**src/wlc_pkg.sv**
```systemverilog
// Shared types, register codes and gradient tables of the waterfall level colormap.
package wlc_pkg;

  localparam int LEVEL_BITS_DEFAULT = 13;
  localparam int FRAC_BITS_DEFAULT  = 16;
  localparam int QUEUE_DEPTH        = 4;

  localparam int CFG_INDEX_BITS = 3;
  localparam logic [CFG_INDEX_BITS-1:0] REG_COLOR_SCHEME = 3'd0;
  localparam logic [CFG_INDEX_BITS-1:0] REG_AUTO_BLACK   = 3'd1;
  localparam logic [CFG_INDEX_BITS-1:0] REG_CONTRAST     = 3'd2;
  localparam logic [CFG_INDEX_BITS-1:0] REG_BLACK_SHIFT  = 3'd3;
  localparam logic [CFG_INDEX_BITS-1:0] REG_FLOOR_LEVEL  = 3'd4;
  localparam logic [CFG_INDEX_BITS-1:0] REG_NOISE_FLOOR  = 3'd5;

  typedef logic [2:0] scheme_t;
  localparam int NUM_SCHEMES = 5;
  localparam scheme_t SCHEME_DEFAULT    = 3'd0;
  localparam scheme_t SCHEME_GRAY       = 3'd1;
  localparam scheme_t SCHEME_BLUE_GREEN = 3'd2;
  localparam scheme_t SCHEME_FIRE       = 3'd3;
  localparam scheme_t SCHEME_PLASMA     = 3'd4;

  // The widest span is 120 dB in units of 1/1600 dB.
  localparam int SPAN_BITS = 18;

  typedef struct packed {
    logic [SPAN_BITS-1:0] delta;
    logic [SPAN_BITS-1:0] span;
    logic                 t_zero;
    logic                 t_one;
    scheme_t              scheme;
  } item_t;

  localparam int NUM_STOPS       = 24;
  localparam int STOP_IDX_BITS   = 5;
  localparam int MAX_INNER_STOPS = 5;
  localparam int NUM_CHANNELS    = 3;

  localparam logic [6:0] STOP_HUND [NUM_STOPS] = '{
    0, 15, 30, 45, 60, 80, 100,
    0, 100,
    0, 25, 50, 75, 100,
    0, 25, 50, 75, 100,
    0, 25, 50, 75, 100
  };

  localparam logic [7:0] STOP_COLOR [NUM_STOPS][NUM_CHANNELS] = '{
    '{0, 0, 0}, '{0, 0, 128}, '{0, 64, 255}, '{0, 200, 255},
    '{0, 220, 0}, '{255, 255, 0}, '{255, 0, 0},
    '{0, 0, 0}, '{255, 255, 255},
    '{0, 0, 0}, '{0, 30, 120}, '{0, 100, 180}, '{0, 200, 130}, '{220, 255, 220},
    '{0, 0, 0}, '{128, 0, 0}, '{220, 80, 0}, '{255, 200, 0}, '{255, 255, 220},
    '{0, 0, 0}, '{80, 0, 140}, '{200, 0, 120}, '{240, 120, 0}, '{255, 255, 80}
  };

  localparam logic [STOP_IDX_BITS-1:0] TAB_FIRST [NUM_SCHEMES] = '{0, 7, 9, 14, 19};
  localparam logic [2:0]               TAB_COUNT [NUM_SCHEMES] = '{7, 2, 5, 5, 5};

  // Stop position in hundredths rounded to a fraction with frac bits.
  function automatic int stop_pos(input int hund, input int frac);
    return (hund * (1 << frac) + 50) / 100;
  endfunction

endpackage

```
**src/wlc_queue.sv**
```systemverilog
// Short queue of classified items between the front end and the back end.
module wlc_queue #(
  parameter int DEPTH = wlc_pkg::QUEUE_DEPTH
) (
  input  logic           clk,
  input  logic           rst,
  input  logic           push,
  input  wlc_pkg::item_t push_item,
  output logic           full,
  input  logic           pop,
  output wlc_pkg::item_t head,
  output logic           not_empty
);
  import wlc_pkg::*;

  localparam int PW = (DEPTH > 1) ? $clog2(DEPTH) : 1;
  localparam int CW = $clog2(DEPTH + 1);

  item_t         slots [DEPTH];
  logic [PW-1:0] wr_ptr;
  logic [PW-1:0] rd_ptr;
  logic [CW-1:0] count;

  always_ff @(posedge clk) begin
    if (push) begin
      slots[wr_ptr] <= push_item;
    end
  end

  always_ff @(posedge clk) begin
    if (rst) begin
      wr_ptr <= '0;
      rd_ptr <= '0;
      count  <= '0;
    end else begin
      if (push) begin
        wr_ptr <= (wr_ptr == PW'(DEPTH - 1)) ? '0 : wr_ptr + PW'(1);
      end
      if (pop) begin
        rd_ptr <= (rd_ptr == PW'(DEPTH - 1)) ? '0 : rd_ptr + PW'(1);
      end
      case ({push, pop})
        2'b10:   count <= count + CW'(1);
        2'b01:   count <= count - CW'(1);
        default: ;
      endcase
    end
  end

  assign full      = (count == CW'(DEPTH));
  assign not_empty = (count != '0);
  assign head      = slots[rd_ptr];

endmodule

```
**config.mk**
```make
export PLATFORM = sky130hd
export DESIGN_NAME = wlc_queue
export DESIGN_NICKNAME = d
export VERILOG_FILES = /design/src/wlc_pkg.sv /design/src/wlc_queue.sv
export SDC_FILE = /design/constraint.sdc
export NUM_CORES = 1
export LEC_CHECK = 0
export BUFFER_PORTS_ARGS = -buffer_cell sky130_fd_sc_hd__buf_2
export CAP_MARGIN = 20
export CORE_MARGIN = 2
export CORE_UTILIZATION = 35
export CTS_CLUSTER_DIAMETER = 80
export DETAILED_ROUTE_END_ITERATION = 6
export GPL_TIMING_DRIVEN = 0
export HOLD_SLACK_MARGIN = 0.02
export PLACE_DENSITY = 0.64
export SLEW_MARGIN = 20
export SYNTH_ARGS = -nofsm -noshare
export SYNTH_HDL_FRONTEND = slang
export SYNTH_SLANG_ARGS = --single-unit
```
**constraint.sdc**
```tcl
create_clock -name clk -period 2.4 [get_ports clk]
set_input_delay 0.36 -clock clk [delete_from_list [all_inputs] [get_ports clk]]
set_output_delay 0.36 -clock clk [all_outputs]
set_load 0.02 [all_outputs]
```
# After elaboration in Yosys (flattened, before gate mapping)
# Memory sizes are Yosys's and may differ from the RTL's. A register that Yosys moved wholly into a read port is not among the register bits.
# Index checks and enable logic that the tools add are counted.
[totals]
output_inout_bits = 43
n_memories = 1
register_bits = 7
rom_bits = 0
latchBits = 0
elab_cells = 22
input_bits = 45
mem_bits_rw = 164
[mem_list]
columns = ["name", "words", "width", "read_ports", "rd_clocked_by_memory_dff", "write_ports", "line", "text"]
rows = [
  ["slots", 4, 41, 1, 1, 1, "wlc_queue.sv:19", "item_t slots [DEPTH];"],
]
[classes]
n_mux = 7
div_mod_pow = 0
shift = 0
n_bitwise = 0
n_lt_le_gt_ge = 0
eq_ne = 5
n_mul = 0
add_sub_neg = 4
n_reduce_logical = 2
[op_table]
columns = ["op", "count"]
rows = [
  ["2-to-1 mux 2 bit", 4],
  ["equality test 2 bit, second input constant", 3],
  ["one-hot mux 3 bit (2 select lines)", 1],
  ["adder 2 x 1 -> 2 bit, second input constant", 2],
  ["adder 3 x 1 -> 3 bit, second input constant", 1],
  ["equality test 3 bit, second input constant", 1],
  ["nonzero test 3 bit", 1],
  ["subtractor 3 x 1 -> 3 bit, second input constant", 1],
  ["equality test 2 x 1 -> 1 bit, second input constant", 1],
  ["2-to-1 mux 1 bit", 2],
  ["nonzero test 2 bit", 1],
]

# Longest topological paths before layout
# Gate-level depths: netlist of run 1.
[logic_depth]
depth_word = 4
mapped_depth = 6
ltp_nobuf = 6

# Worst setup path before layout of run 1
# Ideal clock, no wire load.
[synth_timing]
path_type = "register to register"
from = "reg wr_ptr[0]"
to = "mem slots[3][0] (netlist name), enable pin"
t_required_ps = 1998
setup_slack_ps = 455
period_less_slack_ps = 1945
stages_incl_launch_ff = 3
arrival_time_ps = 1543
n_path_buf = 0
setup_time_ps = 402
cell_sequence = "dfxtp_1 -> ha_1 -> and2_1"
[synth_rtl]
columns = ["element", "line", "text"]
rows = [
  ["start: declaration", "wlc_queue.sv:20", "logic [PW-1:0] wr_ptr;"],
  ["start signal: assignment", "wlc_queue.sv:37", "wr_ptr <= (wr_ptr == PW'(DEPTH - 1)) ? '0 : wr_ptr + PW'(1);"],
  ["end: declaration", "wlc_queue.sv:19", ""],
]
# Straight into the memory's write port.

==> metrics.csv, run 1 <==
stage,metric,value,unit
drt,DR iter-0 viols,195,
timing,Final Hold Viols,0,
critical_path,critical setup path kind,register to output port,
critical_path,CP max stage cell,mux4_2,
floorplanning,std cell rows,49,
floorplanning,Die Ht,139,um
timing,Slew HR,54.6,%
cts,worst-skew pair later-pin latency,420,ps
critical_path,arrival time worst endpoint,1850,ps
placement,hpwl dp,6740,um
drt,Routed Wire Length,11300,um
critical_path,Setup crit start kind,register,
cells_and_area,final cell count without fillers,607,
drt,First-pass DRT Iterations,4,
run,Max Cap Violations,0,
drt,DR vias,2865,
synthesis,Synth Warn #,0,
synthesis,#FFs+latches synth,173,
run_status,outcome,"complete, no violations",
power,P per Cell Area,864,nW/um^2
cts,"CTS clk-pin slew, worst paths",70,ps
timing,fin crit period,2210,ps
grt,Tot GR Track Use,12.5,%
critical_path,CP most frequent cell,buf_2,
timing,Worst Tran Pin Value,680,ps
placement,placed insts,575,
cts,hold_buf cts,0,
synthesis,post-synth net total,311,
timing,Tcrit/Tclk final,92.2,%
floorplanning,DIE AREA,19400,sq um
cts,Post-CTS Resized,0,
timing,final hold slack,153,ps
critical_path,CP endpoint kind,output port,
grt,gr ovfl total,0,
floorplanning,IO Pins,88,
cts,Clock Sinks,173,
synthesis,Post-Syn Area,6410,sq um
placement,Post-DP Area,7140,sq um
timing,Slew Limit Fails,0,
cts,H-tree depth,4,
cts,Post CTS Setup Buffer Count,0,
placement,global placer's final weighted congestion,0.660,
floorplanning,Core Footprint,18000,sq um
timing,f_max,452,MHz
synthesis,Synth Area per Inst,24.7,sq um
critical_path,worst path required time,2040,ps
synthesis,Synth cell types,20,
cts,Longest Clk Path Bufs,2,
drt,number of routed nets with antenna violations,0,
power,Tot Pwr,6.65,mW
power,Leakage,2.63,nW
grt,first-pass GRT wire length,18000,um
drt,via-per-instance ratio,4.72,
grt,vias in the first global route,3211,
floorplanning,Die Width,139,um
cells_and_area,"Core Util, Final",42.8,%
cells_and_area,Layout area overhead,20.0,%
critical_path,CP top delay family,buffers and inverters,
critical_path,CP max stage delay,360,ps
grt,largest net degree at the start of global routing,42,
grt,initial antenna violation count,1,
timing,RSZ-0062 raised after global routing,false,
cells_and_area,layout cell share with drive strength beyond 1,44.4,%
cts,clk root buf,clkbuf_16,
synthesis,Synth Instances,259,
cells_and_area,Final Cell Area,7690,sq um
critical_path,CP cell instances,buf_1 > buf_2 > mux4_2 > buf_2,
cells_and_area,"commonest non-fill, non-tap cell in the layout",edfxtp_1,
min_path,Hold WC Path Type,input pin to register,
cts,CTS tree,yes,
cells_and_area,ANT cells,0,
timing,Final setup viols,0,
drt,routed len/inst,18.6,um
timing,Fin Clk Skew,8.75,ps
drt,Post-route DRC,0,
cells_and_area,Final Net Count,417,
critical_path,Critical Path Fanout Max,10,
floorplanning,starting density of the core,35.7,%
placement,PortBufs,87,
cells_and_area,Layout fillers,1573,
critical_path,worst path bufs/invs,3,
cts,Num CTS Buffers,17,
synthesis,"Seq/Total Area, Yosys",79.7,%
power,VDD IR max,0.462,mV
cells_and_area,most frequent cells in the layout,"edfxtp_1 (164), buf_2 (91), mux4_2 (40)",
## worst paths after layout
path,cells after the start,from,end,slack [ps]
max,4,register,head[40],190
min,1,push_item[27],slots[3][27],150
max reg2reg,2,wr_ptr[0],slots[3][24],800
min reg2reg,2,count[2],count[2],510
## cell usage after synthesis (all sizes together)
cell / instances / share of area, %
edfxtp: 164 / 77
buf: 10 / 1.8
ha: 6 / 1.2
xor2: 1 / 0.14
inv: 4 / 0.23
fa: 1 / 0.31
xnor2: 1 / 0.14
dfxtp: 9 / 2.8
a21oi: 3 / 0.23
or3: 2 / 0.20
mux4: 41 / 14
nor2: 6 / 0.35
mux2i: 3 / 0.47
and2: 4 / 0.39
nor3b: 3 / 0.35
o21ai: 1 / 0.078
## power by group
| group | leakage, nW | total [mW] | internal (mW) | switching [mW] |
|---|---|---|---|---|
| combinational | 0.775 | 0.641 | 0.271 | 0.370 |
| sequential | 1.58 | 3.47 | 3.44 | 0.0352 |
| clock | 0.272 | 2.53 | 1.43 | 1.10 |
## sequential cells by signal, indices dropped and copies added, names as in the netlist, named ones only
signal,count
slots,164
count,3
rd_ptr,2
wr_ptr,2
## layer usage
metal | global-route usage [%] | routed length (um)
met1 | 14.9 | 4590
met2 | 21.3 | 5960
met3 | 3.85 | 578
met4 | 5.10 | 157
met5 | 0 | 0
## area by class of cell
cell class / count / area (sq um) / share of cell area, %
buffer: 10 / 115 / 1.50
clock buffer: 18 / 429 / 5.58
clock inverter: 14 / 120 / 1.56
inverter: 4 / 15.0 / 0.195
multi-input combinational: 72 / 1180 / 15.4
sequential: 173 / 5100 / 66.4
tap: 229 / 287 / 3.73
timing repair buffer: 87 / 435 / 5.66
## cells by family after synthesis
family / count (synthesis) / synth area share (%)
flip-flops: 173 / 79.7
buffers and inverters: 14 / 2.03
XOR/XNOR: 2 / 0.273
AO/OA/AOI/OAI: 4 / 0.312
AND/OR/NAND/NOR: 15 / 1.29
adder cells (fa/ha/maj): 7 / 1.48
multiplexers: 44 / 14.9
## through the flow
step	setup WS, ps	TNS (ps)
floorplan	455	0
finish	188	0
CTS	110	0
global placement	-394	-62180
detailed placement	534	0
global route	52.4	0
No activity file was read; power rests on OpenSTA's default activity.
==> inputs of run 2 (changes only) <==
PLACE_DENSITY = 0.57   (was 0.64)
==> metrics.csv, run 2 (synthesis gave the netlist of run 1 again) <==
stage,metric,value,unit,change
run_status,outcome,"complete, no violations",,
cells_and_area,"commonest non-fill, non-tap cell in the layout",edfxtp_1,,
min_path,hold path startpoint,push_item[14],,
drt,DR iter-0 viols,157,,-19%
critical_path,critical setup path kind,register to output port,,
power,P per Cell Area,896,nW/um^2,+3.7%
power,Tot Pwr,6.95,mW,+4.6%
cts,"CTS clk-pin slew, worst paths",60,ps,about the same
drt,First-pass DRT Iterations,4,,unchanged
drt,via-per-instance ratio,4.79,,+1.4%
floorplanning,Die Ht,139,um,unchanged
cells_and_area,most frequent cells in the layout,"edfxtp_1 (164), buf_2 (91), mux4_2 (40)",,
critical_path,CP endpoint kind,output port,,
cts,hold_buf cts,0,,unchanged
floorplanning,Core Footprint,18000,sq um,unchanged
grt,initial antenna violation count,0,,-1
timing,Worst Tran Pin Value,687,ps,+6.66 ps
timing,RSZ-0062 raised after global routing,false,,
timing,fin crit period,2210,ps,-4.15 ps
critical_path,Critical Path Fanout Max,10,,unchanged
critical_path,arrival time worst endpoint,1850,ps,about the same
cells_and_area,biggest regs,"slots (164), count (3)",,
cts,Post-CTS Resized,0,,unchanged
floorplanning,IO Pins,88,,unchanged
timing,Slew HR,54.2,%,-0.44 points
critical_path,Worst R2R Setup Slack,820,ps,+20 ps
grt,vias in the first global route,3161,,-1.6%
critical_path,Setup crit start kind,register,,
drt,Routed Wire Length,11300,um,-0.28%
floorplanning,std cell rows,49,,unchanged
timing,Final Hold Viols,0,,unchanged
drt,routed len/inst,18.5,um,-0.28%
cts,worst-skew pair later-pin latency,420,ps,about the same
timing,Final setup viols,0,,unchanged
floorplanning,Die Width,139,um,unchanged
grt,Tot GR Track Use,12.2,%,-0.30 points
floorplanning,starting density of the core,35.7,%,unchanged
run,Max Cap Violations,0,,unchanged
floorplanning,DIE AREA,19400,sq um,unchanged
placement,hpwl dp,6510,um,-3.4%
cts,H-tree depth,4,,unchanged
critical_path,CP max stage cell,mux4_2,,
placement,PortBufs,87,,unchanged
cells_and_area,max reg flops,164,,unchanged
cells_and_area,Biggest register,slots,,
timing,Tcrit/Tclk final,92.0,%,-0.17 points
grt,first-pass GRT wire length,17400,um,-3.3%
critical_path,worst path bufs/invs,3,,unchanged
timing,setup TNS,0,ps,unchanged
critical_path,CP cell instances,buf_1 > buf_2 > mux4_2 > buf_2,,
min_path,Hold Crit Endpoint,slots[2][14],,
timing,Slew Limit Fails,0,,unchanged
critical_path,FF-to-FF path depth,2,,unchanged
power,VDD IR max,0.504,mV,+9.1%
min_path,Hold WC Path Type,input pin to register,,
critical_path,worst path required time,2040,ps,about the same
critical_path,CP max stage delay,370,ps,about the same
cts,Clock Sinks,173,,unchanged
critical_path,CP most frequent cell,buf_2,,
grt,largest net degree at the start of global routing,42,,unchanged
drt,number of routed nets with antenna violations,0,,unchanged
drt,Post-route DRC,0,,unchanged
placement,global placer's final weighted congestion,0.644,,-2.4%
critical_path,worst flop-to-flop path endpoint,slots[3][21],,
cells_and_area,layout cell share with drive strength beyond 1,45.0,%,+0.53 points
timing,Fin Clk Skew,6.15,ps,-2.59 ps
critical_path,reg-to-reg startpoint,wr_ptr[0],,
cts,CTS tree,yes,,
grt,gr ovfl total,0,,unchanged
power,Leakage,2.66,nW,+1.0%
timing,f_max,453,MHz,+0.19%
cells_and_area,Final Net Count,417,,unchanged
cts,Post CTS Setup Buffer Count,0,,unchanged
cts,Longest Clk Path Bufs,2,,unchanged
cells_and_area,ANT cells,0,,unchanged
critical_path,CP top delay family,buffers and inverters,,
cells_and_area,Layout area overhead,21.1,%,
critical_path,Levels on crit path,4,,unchanged
min_path,WHS Path Cells,1,,unchanged
cts,clk root buf,clkbuf_16,,
cts,Num CTS Buffers,17,,unchanged
drt,DR vias,2905,,+1.4%
[run 2: worst max-delay path by stage]
stage	slack (ps)	endpoint	startpoint
floorplan	460	slots[3][0]	wr_ptr[0]
global placement	-430	slots[3][15]	wr_ptr[0]
detailed placement	520	count[2]	push
CTS	120	head[8]	register
global route	50	head[39]	register
finish	190	head[39]	register
[run 2: worst reg2reg max path, cell delays in order (launching register included)]
cell and delay, ps:
dfxtp_1 400, ha_1 190, and2_4 610
[run 2: per-stage QoR]
stage	setup WS [ps]	cell area, sq um	std cells	utilization [%]	hold WS, ps
finish	192	7760	607	43.2	148
global route	45.2	7760	607	43.2	129
CTS	120	7760	607	43.2	128
detailed placement	524	7140	575	39.7	509
global placement	-427	7130	575	39.7	475
floorplan	455	6410	259	-	429
[run 2: power by group]
part	switching [mW]	total, mW	internal, mW	leakage, nW
Sequential	0.0349	3.47	3.44	1.58
Combinational	0.370	0.641	0.271	0.775
Clock	1.10	2.84	1.74	0.300
Total	1.50	6.95	5.45	2.66
[run 2: final cells by class]
cell class	count	area, sq um
multi-input cells	72	1180
clock buffers	17	425
plain buffers	10	115
well taps	229	287
fillers	1583	10200
inverters	4	15.0
repair buffers	87	435
clock inverters	15	195
flip-flops and latches	173	5100
[run 2: layer usage]
metal  wire length [um]  up-vias  global-route usage, %
met5                  0        -                      0
met4                132        0                   3.67
met3                599       12                   5.23
met2               5840       65                   20.6
met1               4680     1519                   14.2
li1                   -     1309                      -
